**config.mk**
```make
export PLATFORM = sky130hd
export DESIGN_NAME = fixed_unit_free_list_allocator_flat
export DESIGN_NICKNAME = d
export VERILOG_FILES = /design/src/sv/fuf_pkg.sv /design/src/sv/fuf_req_if.sv /design/src/sv/fuf_rsp_if.sv /design/src/sv/fuf_cfg_if.sv /design/src/sv/fuf_link_mem.sv /design/src/sv/fuf_div.sv /design/src/sv/fuf_seq.sv /design/src/sv/fixed_unit_free_list_allocator.sv /design/src/flat_wrapper.sv
export SDC_FILE = /design/constraint.sdc
export NUM_CORES = 2
export LEC_CHECK = 0
export ABC_AREA = 0
export BUFFER_PORTS_ARGS = -buffer_cell sky130_fd_sc_hd__buf_2
export CAP_MARGIN = 20
export CORE_UTILIZATION = 60
export CTS_CLUSTER_DIAMETER = 30
export DETAILED_ROUTE_END_ITERATION = 8
export PLACE_DENSITY_LB_ADDON = 0.05
export SYNTH_ARGS = -nofsm -noshare
export SYNTH_HDL_FRONTEND = slang
export SYNTH_SLANG_ARGS = --single-unit
```
**constraint.sdc**
```tcl
create_clock -name clk -period 33.7 [get_ports clk]
set_input_delay 5.055 -clock clk [delete_from_list [all_inputs] [get_ports clk]]
set_output_delay 5.055 -clock clk [all_outputs]
set_load 0.1 [all_outputs]
```
**src/sv/fuf_pkg.sv**
```systemverilog
// Shared types, codes and constants of the fixed-unit free-list allocator.
package fuf_pkg;

  localparam int ADDR_W        = 32;
  localparam int SIZE_W        = 16;
  localparam int RSIZE_W       = 17;
  localparam int POOL_W        = 9;
  localparam int STATUS_W      = 3;
  localparam int CFG_IDX_W     = 2;
  localparam int DIV_CNT_W     = $clog2(ADDR_W);
  localparam int DEF_MAX_UNITS = 256;

  localparam logic [POOL_W-1:0] COUNT_MAX        = '1;
  localparam logic [SIZE_W-1:0] RST_UNIT_SIZE    = 16'd4;
  localparam logic [POOL_W-1:0] RST_POOL_UNITS   = 9'd256;
  localparam logic [ADDR_W-1:0] RST_BASE_ADDRESS = '0;

  typedef enum logic {
    ACT_ALLOC = 1'b0,
    ACT_FREE  = 1'b1
  } action_t;

  typedef enum logic [STATUS_W-1:0] {
    ST_OK        = 3'd0,
    ST_EMPTY     = 3'd1,
    ST_SELF_LINK = 3'd2,
    ST_OUTSIDE   = 3'd3,
    ST_IS_HEAD   = 3'd4
  } status_t;

  typedef enum logic [CFG_IDX_W-1:0] {
    CFG_UNIT_SIZE    = 2'd0,
    CFG_POOL_UNITS   = 2'd1,
    CFG_BASE_ADDRESS = 2'd2,
    CFG_UNUSED       = 2'd3
  } cfg_index_t;

  typedef enum logic [2:0] {
    S_SWEEP,
    S_IDLE,
    S_READ,
    S_CHECK,
    S_ADDR,
    S_DIVIDE,
    S_RESULT
  } state_t;

  // Pool settings as seen by the sequencer.
  typedef struct packed {
    logic               rebuild;
    logic [RSIZE_W-1:0] rsize;
    logic [POOL_W-1:0]  count;
    logic [ADDR_W-1:0]  base;
  } pool_cfg_t;

  typedef struct packed {
    logic               start;
    logic [ADDR_W-1:0]  dividend;
    logic [RSIZE_W-1:0] divisor;
  } div_req_t;

  typedef struct packed {
    logic              done;
    logic [ADDR_W-1:0] quotient;
  } div_rsp_t;

endpackage

```
**src/sv/fuf_req_if.sv**
```systemverilog
// Request channel: one allocate or free per beat.
interface fuf_req_if;
  logic                        valid;
  logic                        ready;
  fuf_pkg::action_t            action;
  logic [fuf_pkg::ADDR_W-1:0]  address;

  modport source (output valid, action, address, input ready);
  modport sink   (input valid, action, address, output ready);
endinterface

```
**src/sv/fuf_rsp_if.sv**
```systemverilog
// Response channel: one status, address and free count per beat.
interface fuf_rsp_if;
  logic                        valid;
  logic                        ready;
  fuf_pkg::status_t            status;
  logic [fuf_pkg::ADDR_W-1:0]  unit_address;
  logic [fuf_pkg::POOL_W-1:0]  free_units;

  modport source (output valid, status, unit_address, free_units, input ready);
  modport sink   (input valid, status, unit_address, free_units, output ready);
endinterface

```
**src/sv/fuf_cfg_if.sv**
```systemverilog
// Configuration write channel: register index and write data per beat.
interface fuf_cfg_if;
  logic                        valid;
  logic                        ready;
  fuf_pkg::cfg_index_t         index;
  logic [fuf_pkg::ADDR_W-1:0]  data;

  modport source (output valid, index, data, input ready);
  modport sink   (input valid, index, data, output ready);
endinterface

```
**src/sv/fuf_link_mem.sv**
```systemverilog
// Link store: one write port and one read port with registered read data.
module fuf_link_mem #(
  parameter int MAX_UNITS = fuf_pkg::DEF_MAX_UNITS,
  parameter int IDX_W     = $clog2(MAX_UNITS)
) (
  input  logic             clk,
  input  logic             wr_en,
  input  logic [IDX_W-1:0] wr_addr,
  input  logic [IDX_W-1:0] wr_data,
  input  logic             rd_en,
  input  logic [IDX_W-1:0] rd_addr,
  output logic [IDX_W-1:0] rd_data
);

  logic [IDX_W-1:0] mem [MAX_UNITS];

  always_ff @(posedge clk) begin
    if (wr_en) begin
      mem[wr_addr] <= wr_data;
    end
  end

  always_ff @(posedge clk) begin
    if (rd_en) begin
      rd_data <= mem[rd_addr];
    end
  end

endmodule

```
**src/sv/fuf_div.sv**
```systemverilog
// Serial restoring divider: one quotient bit per cycle.
module fuf_div (
  input  logic                clk,
  input  logic                rst,
  input  fuf_pkg::div_req_t   req,
  output fuf_pkg::div_rsp_t   rsp
);
  import fuf_pkg::*;

  logic                 busy;
  logic                 done;
  logic [DIV_CNT_W-1:0] cnt;
  logic [RSIZE_W-1:0]   rem;
  logic [ADDR_W-1:0]    quo;
  logic [RSIZE_W-1:0]   divisor;
  logic [RSIZE_W:0]     shifted;
  logic [RSIZE_W:0]     trial;
  logic                 fits;

  // The dividend shifts out of the top of quo while quotient bits enter below.
  always_comb begin
    shifted = {rem, quo[ADDR_W-1]};
    trial   = shifted - {1'b0, divisor};
    fits    = (shifted >= {1'b0, divisor});
  end

  always_ff @(posedge clk) begin
    if (rst) begin
      busy <= 1'b0;
      cnt  <= '0;
      done <= 1'b0;
    end else begin
      done <= busy && !req.start && (cnt == DIV_CNT_W'(ADDR_W - 1));
      if (req.start) begin
        busy    <= 1'b1;
        cnt     <= '0;
        rem     <= '0;
        quo     <= req.dividend;
        divisor <= req.divisor;
      end else if (busy) begin
        rem <= fits ? trial[RSIZE_W-1:0] : shifted[RSIZE_W-1:0];
        quo <= {quo[ADDR_W-2:0], fits};
        cnt <= cnt + 1'b1;
        if (cnt == DIV_CNT_W'(ADDR_W - 1)) begin
          busy <= 1'b0;
        end
      end
    end
  end

  assign rsp = '{done: done, quotient: quo};

endmodule

```
**src/sv/fuf_seq.sv**
```systemverilog
// Sequencer: link-store sweep, allocate and free steps, response register.
module fuf_seq #(
  parameter int MAX_UNITS = fuf_pkg::DEF_MAX_UNITS,
  parameter int IDX_W     = $clog2(MAX_UNITS)
) (
  input  logic                clk,
  input  logic                rst,
  input  fuf_pkg::pool_cfg_t  pool,
  fuf_req_if.sink             req,
  fuf_rsp_if.source           rsp,
  output fuf_pkg::div_req_t   div_req,
  input  fuf_pkg::div_rsp_t   div_rsp,
  output logic                mem_wr_en,
  output logic [IDX_W-1:0]    mem_wr_addr,
  output logic [IDX_W-1:0]    mem_wr_data,
  output logic                mem_rd_en,
  output logic [IDX_W-1:0]    mem_rd_addr,
  input  logic [IDX_W-1:0]    mem_rd_data
);
  import fuf_pkg::*;

  localparam int PROD_W = IDX_W + RSIZE_W;

  state_t               state, state_next;
  logic [IDX_W-1:0]     head;
  logic [POOL_W-1:0]    free_count;
  logic [IDX_W-1:0]     sweep_cnt;
  logic [PROD_W-1:0]    prod;
  status_t              res_status;
  logic [ADDR_W-1:0]    res_addr;

  logic                 accept;
  logic                 addr_below;
  logic                 sweep_last;
  logic [IDX_W:0]       sweep_succ;
  logic                 self_linked;
  logic                 q_outside;
  logic [IDX_W-1:0]     q_idx;
  logic                 is_head;
  logic                 rsp_free;

  always_comb begin
    accept      = req.valid && req.ready;
    addr_below  = req.address < pool.base;
    sweep_last  = (sweep_cnt == IDX_W'(MAX_UNITS - 1));
    sweep_succ  = {1'b0, sweep_cnt} + 1'b1;
    self_linked = (free_count > POOL_W'(1)) && (mem_rd_data == head);
    q_outside   = div_rsp.quotient >= ADDR_W'(pool.count);
    q_idx       = div_rsp.quotient[IDX_W-1:0];
    is_head     = (free_count != '0) && (q_idx == head);
    rsp_free    = !rsp.valid || rsp.ready;
  end

  // Next state.
  always_comb begin
    state_next = state;
    unique case (state)
      S_SWEEP: begin
        if (sweep_last) state_next = S_IDLE;
      end
      S_IDLE: begin
        if (accept) begin
          if (req.action == ACT_ALLOC) begin
            state_next = (free_count == '0) ? S_RESULT : S_READ;
          end else begin
            state_next = addr_below ? S_RESULT : S_DIVIDE;
          end
        end
      end
      S_READ:   state_next = S_CHECK;
      S_CHECK:  state_next = self_linked ? S_RESULT : S_ADDR;
      S_ADDR:   state_next = S_RESULT;
      S_DIVIDE: begin
        if (div_rsp.done) state_next = S_RESULT;
      end
      S_RESULT: begin
        if (rsp_free) state_next = S_IDLE;
      end
      default:  state_next = S_SWEEP;
    endcase
    if (pool.rebuild) state_next = S_SWEEP;
  end

  // Control outputs: handshake, link-store ports and divider start.
  always_comb begin
    req.ready        = (state == S_IDLE) && !pool.rebuild;
    mem_wr_en        = 1'b0;
    mem_wr_addr      = sweep_cnt;
    mem_wr_data      = '0;
    mem_rd_en        = 1'b0;
    mem_rd_addr      = head;
    div_req.start    = 1'b0;
    div_req.dividend = req.address - pool.base;
    div_req.divisor  = pool.rsize;
    unique case (state)
      S_SWEEP: begin
        mem_wr_en   = 1'b1;
        mem_wr_data = (32'(sweep_succ) < 32'(pool.count)) ? sweep_succ[IDX_W-1:0] : '0;
      end
      S_IDLE: begin
        mem_rd_en     = accept && (req.action == ACT_ALLOC);
        div_req.start = accept && (req.action == ACT_FREE) && !addr_below;
      end
      S_DIVIDE: begin
        mem_wr_en   = div_rsp.done && !q_outside && !is_head;
        mem_wr_addr = q_idx;
        mem_wr_data = head;
      end
      default: begin
      end
    endcase
  end

  always_ff @(posedge clk) begin
    if (rst) begin
      state      <= S_SWEEP;
      sweep_cnt  <= '0;
      head       <= '0;
      free_count <= '0;
      rsp.valid  <= 1'b0;
    end else begin
      state <= state_next;
      if ((state == S_RESULT) && rsp_free && !pool.rebuild) begin
        rsp.valid <= 1'b1;
      end else if (rsp.ready) begin
        rsp.valid <= 1'b0;
      end
      if (pool.rebuild) begin
        sweep_cnt <= '0;
      end else begin
        unique case (state)
          S_SWEEP: begin
            sweep_cnt <= sweep_cnt + 1'b1;
            if (sweep_last) begin
              head       <= '0;
              free_count <= pool.count;
            end
          end
          S_IDLE: begin
            res_addr <= '0;
            if (req.action == ACT_ALLOC) begin
              res_status <= ST_EMPTY;
            end else begin
              res_status <= ST_OUTSIDE;
            end
          end
          S_CHECK: begin
            if (self_linked) begin
              res_status <= ST_SELF_LINK;
            end else begin
              prod       <= PROD_W'(head) * PROD_W'(pool.rsize);
              head       <= mem_rd_data;
              free_count <= free_count - 1'b1;
            end
          end
          S_ADDR: begin
            res_status <= ST_OK;
            res_addr   <= pool.base + ADDR_W'(prod);
          end
          S_DIVIDE: begin
            if (div_rsp.done) begin
              if (q_outside) begin
                res_status <= ST_OUTSIDE;
              end else if (is_head) begin
                res_status <= ST_IS_HEAD;
              end else begin
                res_status <= ST_OK;
                head       <= q_idx;
                if (free_count != COUNT_MAX) free_count <= free_count + 1'b1;
              end
            end
          end
          S_RESULT: begin
            if (rsp_free) begin
              rsp.status       <= res_status;
              rsp.unit_address <= res_addr;
              rsp.free_units   <= free_count;
            end
          end
          default: begin
          end
        endcase
      end
    end
  end

endmodule

```
**src/sv/fixed_unit_free_list_allocator.sv**
```systemverilog
// Top level of the fixed-unit free-list allocator: registers and unit wiring.
//
//   Channel  Dir  Payload                               Beat taken when
//   req      in   action, address                       valid && ready
//   rsp      out  status, unit_address, free_units      valid && ready
//   cfg      in   index, data                           valid && ready (ready always high)
//
// An allocate runs a link-store read, a self-link compare, a multiply and an add; multiply
// and add are skipped when the head is self-linked, and an empty pool goes straight to the response.
// A free runs the 32-step serial divider that turns the address offset into a unit index,
// and skips it when the address lies below the pool.
// After reset and any write to unit_size or pool_units, a sweep over all MAX_UNITS entries rebuilds
// the link store with req.ready low. A stalled response lets one more request run up to it.
module fixed_unit_free_list_allocator #(
  parameter int MAX_UNITS = fuf_pkg::DEF_MAX_UNITS
) (
  input  logic      clk,
  input  logic      rst,
  fuf_req_if.sink   req,
  fuf_rsp_if.source rsp,
  fuf_cfg_if.sink   cfg
);
  import fuf_pkg::*;

  localparam int IDX_W = $clog2(MAX_UNITS);

  logic [SIZE_W-1:0]  unit_size;
  logic [POOL_W-1:0]  pool_units;
  logic [ADDR_W-1:0]  base_address;
  logic               cfg_write;
  logic [RSIZE_W-1:0] size_up;
  pool_cfg_t          pool;
  div_req_t           div_req;
  div_rsp_t           div_rsp;
  logic               mem_wr_en;
  logic [IDX_W-1:0]   mem_wr_addr;
  logic [IDX_W-1:0]   mem_wr_data;
  logic               mem_rd_en;
  logic [IDX_W-1:0]   mem_rd_addr;
  logic [IDX_W-1:0]   mem_rd_data;

  assign cfg.ready = 1'b1;
  assign cfg_write = cfg.valid && cfg.ready;

  always_ff @(posedge clk) begin
    if (rst) begin
      unit_size    <= RST_UNIT_SIZE;
      pool_units   <= RST_POOL_UNITS;
      base_address <= RST_BASE_ADDRESS;
    end else if (cfg_write) begin
      case (cfg.index)
        CFG_UNIT_SIZE:    unit_size    <= cfg.data[SIZE_W-1:0];
        CFG_POOL_UNITS:   pool_units   <= cfg.data[POOL_W-1:0];
        CFG_BASE_ADDRESS: base_address <= cfg.data;
        default: begin
        end
      endcase
    end
  end

  // Unit size rounding is done at 17 bits so the top sizes round to 65536.
  always_comb begin
    size_up = ({1'b0, unit_size} + RSIZE_W'(3)) & ~RSIZE_W'(3);
    if (unit_size <= SIZE_W'(2)) begin
      pool.rsize = RSIZE_W'(2);
    end else if (unit_size <= SIZE_W'(4)) begin
      pool.rsize = RSIZE_W'(4);
    end else begin
      pool.rsize = size_up;
    end
    if (32'(pool_units) > 32'(MAX_UNITS)) begin
      pool.count = POOL_W'(MAX_UNITS);
    end else begin
      pool.count = pool_units;
    end
    pool.base    = base_address;
    pool.rebuild = cfg_write &&
                   (cfg.index == CFG_UNIT_SIZE || cfg.index == CFG_POOL_UNITS);
  end

  fuf_seq #(
    .MAX_UNITS (MAX_UNITS),
    .IDX_W     (IDX_W)
  ) u_seq (
    .clk         (clk),
    .rst         (rst),
    .pool        (pool),
    .req         (req),
    .rsp         (rsp),
    .div_req     (div_req),
    .div_rsp     (div_rsp),
    .mem_wr_en   (mem_wr_en),
    .mem_wr_addr (mem_wr_addr),
    .mem_wr_data (mem_wr_data),
    .mem_rd_en   (mem_rd_en),
    .mem_rd_addr (mem_rd_addr),
    .mem_rd_data (mem_rd_data)
  );

  fuf_div u_div (
    .clk (clk),
    .rst (rst),
    .req (div_req),
    .rsp (div_rsp)
  );

  fuf_link_mem #(
    .MAX_UNITS (MAX_UNITS),
    .IDX_W     (IDX_W)
  ) u_link_mem (
    .clk     (clk),
    .wr_en   (mem_wr_en),
    .wr_addr (mem_wr_addr),
    .wr_data (mem_wr_data),
    .rd_en   (mem_rd_en),
    .rd_addr (mem_rd_addr),
    .rd_data (mem_rd_data)
  );

endmodule

```
**src/flat_wrapper.sv**
```systemverilog
// flat-port wrapper written by rule: the top's interface ports become plain ports
module fixed_unit_free_list_allocator_flat import fuf_pkg::*;
#(
  parameter int MAX_UNITS = fuf_pkg::DEF_MAX_UNITS
)
  (clk, rst, req_valid, req_action, req_address, req_ready, rsp_valid, rsp_status, rsp_unit_address, rsp_free_units, rsp_ready, cfg_valid, cfg_index, cfg_data, cfg_ready);
  fuf_req_if req_i ();
  fuf_rsp_if rsp_i ();
  fuf_cfg_if cfg_i ();
  input  logic clk;
  input  logic rst;
  input wire logic [$bits(req_i.valid)-1:0] req_valid;
  input wire logic [$bits(req_i.action)-1:0] req_action;
  input wire logic [$bits(req_i.address)-1:0] req_address;
  output wire logic [$bits(req_i.ready)-1:0] req_ready;
  output wire logic [$bits(rsp_i.valid)-1:0] rsp_valid;
  output wire logic [$bits(rsp_i.status)-1:0] rsp_status;
  output wire logic [$bits(rsp_i.unit_address)-1:0] rsp_unit_address;
  output wire logic [$bits(rsp_i.free_units)-1:0] rsp_free_units;
  input wire logic [$bits(rsp_i.ready)-1:0] rsp_ready;
  input wire logic [$bits(cfg_i.valid)-1:0] cfg_valid;
  input wire logic [$bits(cfg_i.index)-1:0] cfg_index;
  input wire logic [$bits(cfg_i.data)-1:0] cfg_data;
  output wire logic [$bits(cfg_i.ready)-1:0] cfg_ready;
  assign req_i.valid = req_valid;
  assign req_i.action = req_action;
  assign req_i.address = req_address;
  assign req_ready = req_i.ready;
  assign rsp_valid = rsp_i.valid;
  assign rsp_status = rsp_i.status;
  assign rsp_unit_address = rsp_i.unit_address;
  assign rsp_free_units = rsp_i.free_units;
  assign rsp_i.ready = rsp_ready;
  assign cfg_i.valid = cfg_valid;
  assign cfg_i.index = cfg_index;
  assign cfg_i.data = cfg_data;
  assign cfg_ready = cfg_i.ready;
  fixed_unit_free_list_allocator #(.MAX_UNITS(MAX_UNITS)) u_core (.clk(clk), .rst(rst), .req(req_i), .rsp(rsp_i), .cfg(cfg_i));
endmodule
```
# Yosys cells after proc, flatten, opt, wreduce, memory -nomap -nowiden
# Memory sizes are Yosys's and may differ from the RTL's. A register that Yosys moved wholly into a read port is not among the register bits.
# Index checks and enable logic that the tools add are counted.
# totals
reg_bits,263
ramBits,2048
in_bits,72
out_inout_bits,47
wordCells,159
mem_count,1
# classes
n_addsub,9
mul,1
magnitude_cmp,8
eq_ne,22
mux,49
bitwise,4
n_reduce_logical,45
# mem_list
name,depth,width,read_ports,rd_clocked_by_memory_dff,write_ports,line,rtl
u_core.u_link_mem.mem,256,8,1,1,1,fuf_link_mem.sv:15,logic [IDX_W-1:0] mem [MAX_UNITS];
# ops
operator,n
17-bit 2-to-1 mux,4
32-bit 2-to-1 mux,2
32-bit case mux with 2 select lines,1
9-bit 2-to-1 mux,7
8-bit 2-to-1 mux,7
32-bit by 25-bit adder with 32-bit output,1
32-bit by 9-bit greater-or-equal comparator with 1-bit output,1
32-bit < comparator,1
32-bit subtractor,1
3-bit 2-to-1 mux,10
9-bit case mux with 3 select lines,1
8-bit by 17-bit multiplier with 25-bit output,1
8-bit case mux with 3 select lines,1
3-bit case mux with 7 select lines,1
18-bit by 17-bit greater-or-equal comparator with 1-bit output,1
"2-bit inequality test, second input constant",9
"16-bit by 2-bit adder with 17-bit output, second input constant",1
17-bit subtractor,1
8-bit equality test,2
"16-bit by 2-bit less-or-equal comparator with 1-bit output, second input constant",1
"16-bit by 3-bit less-or-equal comparator with 1-bit output, second input constant",1
8-bit case mux with 2 select lines,1
1-bit logical AND,14
3-bit case mux with 4 select lines,1
other kinds (36),67

# Longest topological paths before layout
# logic_depth
ltp_word,12
depth_mapped,23
ltp_nobuf,23

# By module
# From an unflattened synthesis, not the netlist that was laid out.
# unflattened
hier_cells,5823
area_unflattened_um2,99370.3
# modules_own_cells
mod,instances,cells_per_inst,area_each_um2,seq_area_each_um2
fuf_link_mem,1,3733,79636.4,61739.2
fuf_seq,1,1462,13425.4,3703.6
fuf_div,1,323,3910.0,2122.0
fixed_unit_free_list_allocator,1,305,2398.6,1141.1

# Worst setup path after synthesis
# Ideal clock, no wire load.
# synth_timing
path_type,flip-flop to flip-flop
startpoint,register u_core.u_seq.sweep_cnt[1]
endpoint,"memory u_core.u_link_mem.mem[0][1] (netlist name), data pin"
setup_time_ps,2189
arrival_ps,11916
t_required_ps,31511
slack_ps,19595
stages_incl_launch_ff,11
path_buffers,0
synth_period_minus_slack_ps,14105
cell_sequence,dfxtp_1 -> ha_1 -> ha_1 -> a21boi_0 -> o21a_1 -> o21a_1 -> o21a_1 -> o21ai_0 -> a21oi_1 -> o32a_1 -> o21ai_0
# synth_via
elab_chain_cells,4
# synth_rtl
element,line,rtl
from (decl),fuf_seq.sv:27,logic [IDX_W-1:0] sweep_cnt;
from (signal assigned),fuf_seq.sv:133,sweep_cnt <= sweep_cnt + 1'b1;
8-bit by 1-bit adder with 9-bit output *,fuf_seq.sv:46,"sweep_succ = {1'b0, sweep_cnt} + 1'b1;"
net u_core.u_seq.sweep_succ[1],fuf_seq.sv:35,logic [IDX_W:0] sweep_succ;
9-bit < comparator,fuf_seq.sv:98,mem_wr_data = (32'(sweep_succ) < 32'(pool.count)) ? sweep_succ[IDX_W-1:0] : '0;
8-bit 2-to-1 mux *,fuf_seq.sv:98,
8-bit case mux with 2 select lines *,fuf_seq.sv:95,unique case (state)
net u_core.mem_wr_data[1],fixed_unit_free_list_allocator.sv:37,logic [IDX_W-1:0] mem_wr_data;
to (decl),fuf_link_mem.sv:15,
# The timed path passes the listed nets; every way through them passes the cells marked *.

# Worst setup path in the final report
# layout_timing
startpoint,input port cfg_index[1]
endpoint,output port req_ready
# layout_via
elab_chain_cells,5
# layout_rtl
element,line,rtl
from (decl),flat_wrapper.sv:22,input wire logic [$bits(cfg_i.index)-1:0] cfg_index;
2-bit by 1-bit equality test with 1-bit output or 2-bit zero test (tied branches),fixed_unit_free_list_allocator.sv:78,(cfg.index == CFG_UNIT_SIZE || cfg.index == CFG_POOL_UNITS);
1-bit logical OR *,fixed_unit_free_list_allocator.sv:78,
1-bit logical AND *,fixed_unit_free_list_allocator.sv:77,pool.rebuild = cfg_write &&
1-bit zero test *,fuf_seq.sv:86,req.ready = (state == S_IDLE) && !pool.rebuild;
1-bit logical AND *,fuf_seq.sv:86,
to (decl),flat_wrapper.sv:15,output wire logic [$bits(req_i.ready)-1:0] req_ready;
# Every way passes the cells marked *; elsewhere a longest branch is shown, timed or not.

==> results.py <==
metrics = {
    "place": {
        "io_buffers": 117,
        "place.gp.congestion": 0.8764,
        "dp_hpwl_um": 139800,
    },
    "synthesis": {
        "synth_cells": 5332,
        "synth_top_flop_cell": "edfxtp_1",
        "synthTopCellsByArea": "edfxtp_1 68%, mux4_2 15%, dfxtp_1 1.9%, ha_1 1.8%, fa_1 1.8%",
        "syn_area_per_cell_um2": 18.38,
        "synth_top_area_share_pct": 68.14,
        "async_reset_ff_share_pct": 0,
        "synth_edf_count": 2224,
        "yosysTopAreaCell": "edfxtp_1",
        "ys_seq_area_share_pct": 70.04,
        "ys_ff_latch": 2317,
        "synth_cell_types": 72,
        "yosysWarnings": 0,
        "syn-num-nets": 5632,
        "synthesis.area_um2": 98010,
    },
    "routing": {
        "drc": 0,
        "drtAntennaViolNets": 0,
        "drt-vias-per-instance": 6.345,
        "vias": 52291,
        "drt-initial-drc-count": 5295,
        "wirelength_um": 242200,
        "routedWlPerCell_um": 29.39,
        "dr.pass1.iters": 6,
    },
    "run": {
        "max_cap_violations": 0,
    },
    "floorplan": {
        "dieArea_um2": 165000,
        "die_x_um": 406.2,
        "ios": 119,
        "num_rows": 147,
        "initial_core_util_pct": 60.76,
        "core_um2": 161300,
        "die_y_um": 406.2,
    },
    "timing": {
        "hold_viol": 0,
        "tightest_slew_ps": 1402,
        "timing.final.crit_share_pct": 33.16,
        "fin_tns_setup_ps": 0,
        "rsz0062_at_grt": "false",
        "setup-violations-final": 0,
        "skew_ps": 103.7,
        "min_period_ps": 11180,
        "relSlewSlack_pct": 6.504,
        "whs_ps": 395.0,
        "max_freq_mhz": 89.47,
        "slew_viol_final": 0,
    },
    "worst_setup_path": {
        "required_ps": 28640,
        "crit_chain": "buf_2 -> nand2b_1 -> and3_1 -> buf_2",
        "crit_path_end_kind": "primary output",
        "worst_ep_arrival_time_ps": 6120,
        "crit_type": "input pin to primary output",
        "start_kind": "input pin",
        "slowest_stage": "buf_2",
        "cp_max_fo": 7,
        "rr_worst_depth": 10,
        "critPathMostFrequentCell": "buf_2",
        "slowest_delay_ps": 430,
    },
    "final_layout": {
        "area_growth_pct": 18.80,
        "final_nets": 6016,
        "fillers": 9640,
        "drive_gt1_share_pct": 27.17,
    },
    "global_route": {
        "grt_pass1_wl_um": 353600,
        "grtUsageMet1_pct": 41.98,
        "grt_use_met3_pct": 6.484,
        "antenna_found_initial": 4,
        "grt_pass1_vias": 52957,
        "use_met2_pct": 47.14,
        "globalRouteOverflowTotal": 0,
        "grt-busiest-layer": "met2",
        "grt_start_max_net_pins": 257,
        "grtUsageTotal_pct": 29.85,
    },
    "clock_tree": {
        "cts_hold_buf": 0,
        "cts_tree": "done",
        "clk_latency_ps": 970,
        "clockBufferDepth": 4,
        "cts_inserted_buffers": 442,
        "clkTransAtPathRegs_ps": 50,
        "cts_resized": 0,
        "cts_root_buffer": "clkbuf_16",
        "htree_levels": 5,
        "clock_sinks": 2317,
        "postCtsSetupRepairBufs": 0,
    },
    "min_path": {
        "hold_class": "flip-flop to flip-flop",
        "min_path_cells": 0,
    },
    "power_and_ir_drop": {
        "power_leakage_nw": 38.60,
        "powerDensity_nw_per_um2": 66.50,
        "irDropWorstVdd_mv": 0.07100,
    },
    "status": {
        "status": "completed",
    },
}
[power by group]
group	total, mW	internal [mW]	switching (mW)
Clock	4.46	3.01	1.45
Sequential	3.16	3.15	0.00452
Combinational	0.125	0.0329	0.0923
Total	7.74	6.20	1.55
[state kept, by name, summed over array words and instances (netlist names), 3 cells and up]
name,count
u_core.u_seq.res_addr,32
u_core.u_seq.rsp.free_units,9
u_core.u_seq.sweep_cnt,8
u_core.u_div.quo,32
u_core.u_div.divisor,16
u_core.u_seq.state,3
u_core.u_seq.rsp.unit_address,32
u_core.u_seq.res_status,3
u_core.u_seq.prod,24
u_core.u_seq.rsp.status,3
u_core.u_seq.mem_rd_addr,8
u_core.u_seq.free_count,9
u_core.unit_size,16
u_core.base_address,32
u_core.u_link_mem.rd_data,8
u_core.pool_units,9
u_core.u_link_mem.mem,2048
u_core.u_div.rem,17
u_core.u_div.cnt,5
[synthesized netlist by cell type, types with 26 or more instances]
library cell and number:
edfxtp_1 2224, and2_1 60, buf_2 62, nand3_1 50, xnor2_1 59, nor3_1 26, o21ai_0 99, ha_1 141
nor2_1 400, dfxtp_1 93, a22oi_1 27, clkbuf_1 177, fa_1 87, xor2_1 62, nor2b_1 68, a21o_1 43
mux4_2 672, nand2_1 298, a21oi_1 152, inv_1 205, buf_1 29
[path summary, 6_finish.rpt]
path	end	slack [ps]	start
max reg2reg	u_core.u_link_mem.rd_data[2]$_DFFE_PP_	26760	u_core.u_seq.mem_rd_addr[0]$_SDFFE_PP0P_
max	req_ready	22520	cfg_index[1]
min reg2reg	u_core.u_seq.rsp.unit_address[5]$_DFFE_PP_	400	u_core.u_seq.res_addr[5]$_SDFFCE_PN0P_
min	u_core.u_seq.rsp.unit_address[5]$_DFFE_PP_	400	u_core.u_seq.res_addr[5]$_SDFFCE_PN0P_
[cell families after synthesis]
group / Yosys count / synth area share [%]
flops: 2317 / 70.04
simple gates: 1043 / 4.864
fa+ha+maj: 229 / 3.587
mux: 680 / 15.52
xor+xnor: 121 / 1.081
other cells: 1 / 0.003826
compound gates: 460 / 2.947
buf+inv: 481 / 1.952
[cell type report]
cell class              instances  area (µm²)  share of cell area, %
multi-input cells            2534       27590                  23.70
clock buffers                 494       11480                  9.864
repair buffers                214        1479                  1.270
inverters                     207       777.0                 0.6674
clock inverters               310        3716                  3.192
flip-flops and latches       2317       68670                  58.98
well taps                    2160        2703                  2.321
diodes                          5       12.51                0.01075
[cell usage in the layout, fill, tap and decap left out, types with 13 or more instances in the layout]
master	synthesis	routed
edfxtp_1	2224	2224
mux4_2	672	672
clkbuf_16	0	449
nor2_1	400	399
nand2_1	298	298
inv_1	205	205
a21oi_1	152	152
ha_1	141	141
buf_2	62	116
o21ai_0	99	89
fa_1	87	87
buf_4	4	87
dfxtp_1	93	87
clkinv_2	0	78
bufinv_16	0	75
nor2b_1	68	68
xor2_1	62	62
and2_1	60	60
xnor2_1	59	59
clkinv_1	2	55
clkinvlp_4	0	47
nand3_1	50	44
a21o_1	43	43
clkbuf_1	177	37
clkinv_4	0	29
a22oi_1	27	27
nor3_1	26	24
nand2b_1	24	24
inv_6	0	23
o21a_1	20	20
and3_1	19	19
nor4_1	19	19
or3_1	18	18
nand3b_1	18	18
a211oi_1	17	17
nand3_2	10	16
nand4_1	15	15
o31ai_1	14	13
[metal layers]
metal,share of wire [%],vias to the layer above
met3,8.2,421
li1,-,22108
met1,40,27379
met2,49,2377
met5,0.018,-
met4,2.9,6
[stage by stage]
| step | instances | utilization (%) | instance area (µm²) | worst slack, ps | power [mW] |
|---|---|---|---|---|---|
| finish | 8241 | 72.18 | 116400 | 22520 | 7.743 |
| global route | 8236 | 72.17 | 116400 | 22470 | 7.915 |
| CTS | 8229 | 72.09 | 116300 | 22510 | 7.775 |
| detailed placement | 7425 | 62.66 | 101100 | 22520 | 3.335 |
| global placement | 7425 | 62.66 | 101100 | 22510 | 3.332 |
| floorplan | 5332 | - | 98010 | 19600 | 3.301 |
[worst max-delay path, delay by kind of cell]
family / cells / cell delay, ps
buffers and inverters: 2 / 530
AND/OR/NAND/NOR: 2 / 530
Power figures use the tool's default switching activity.
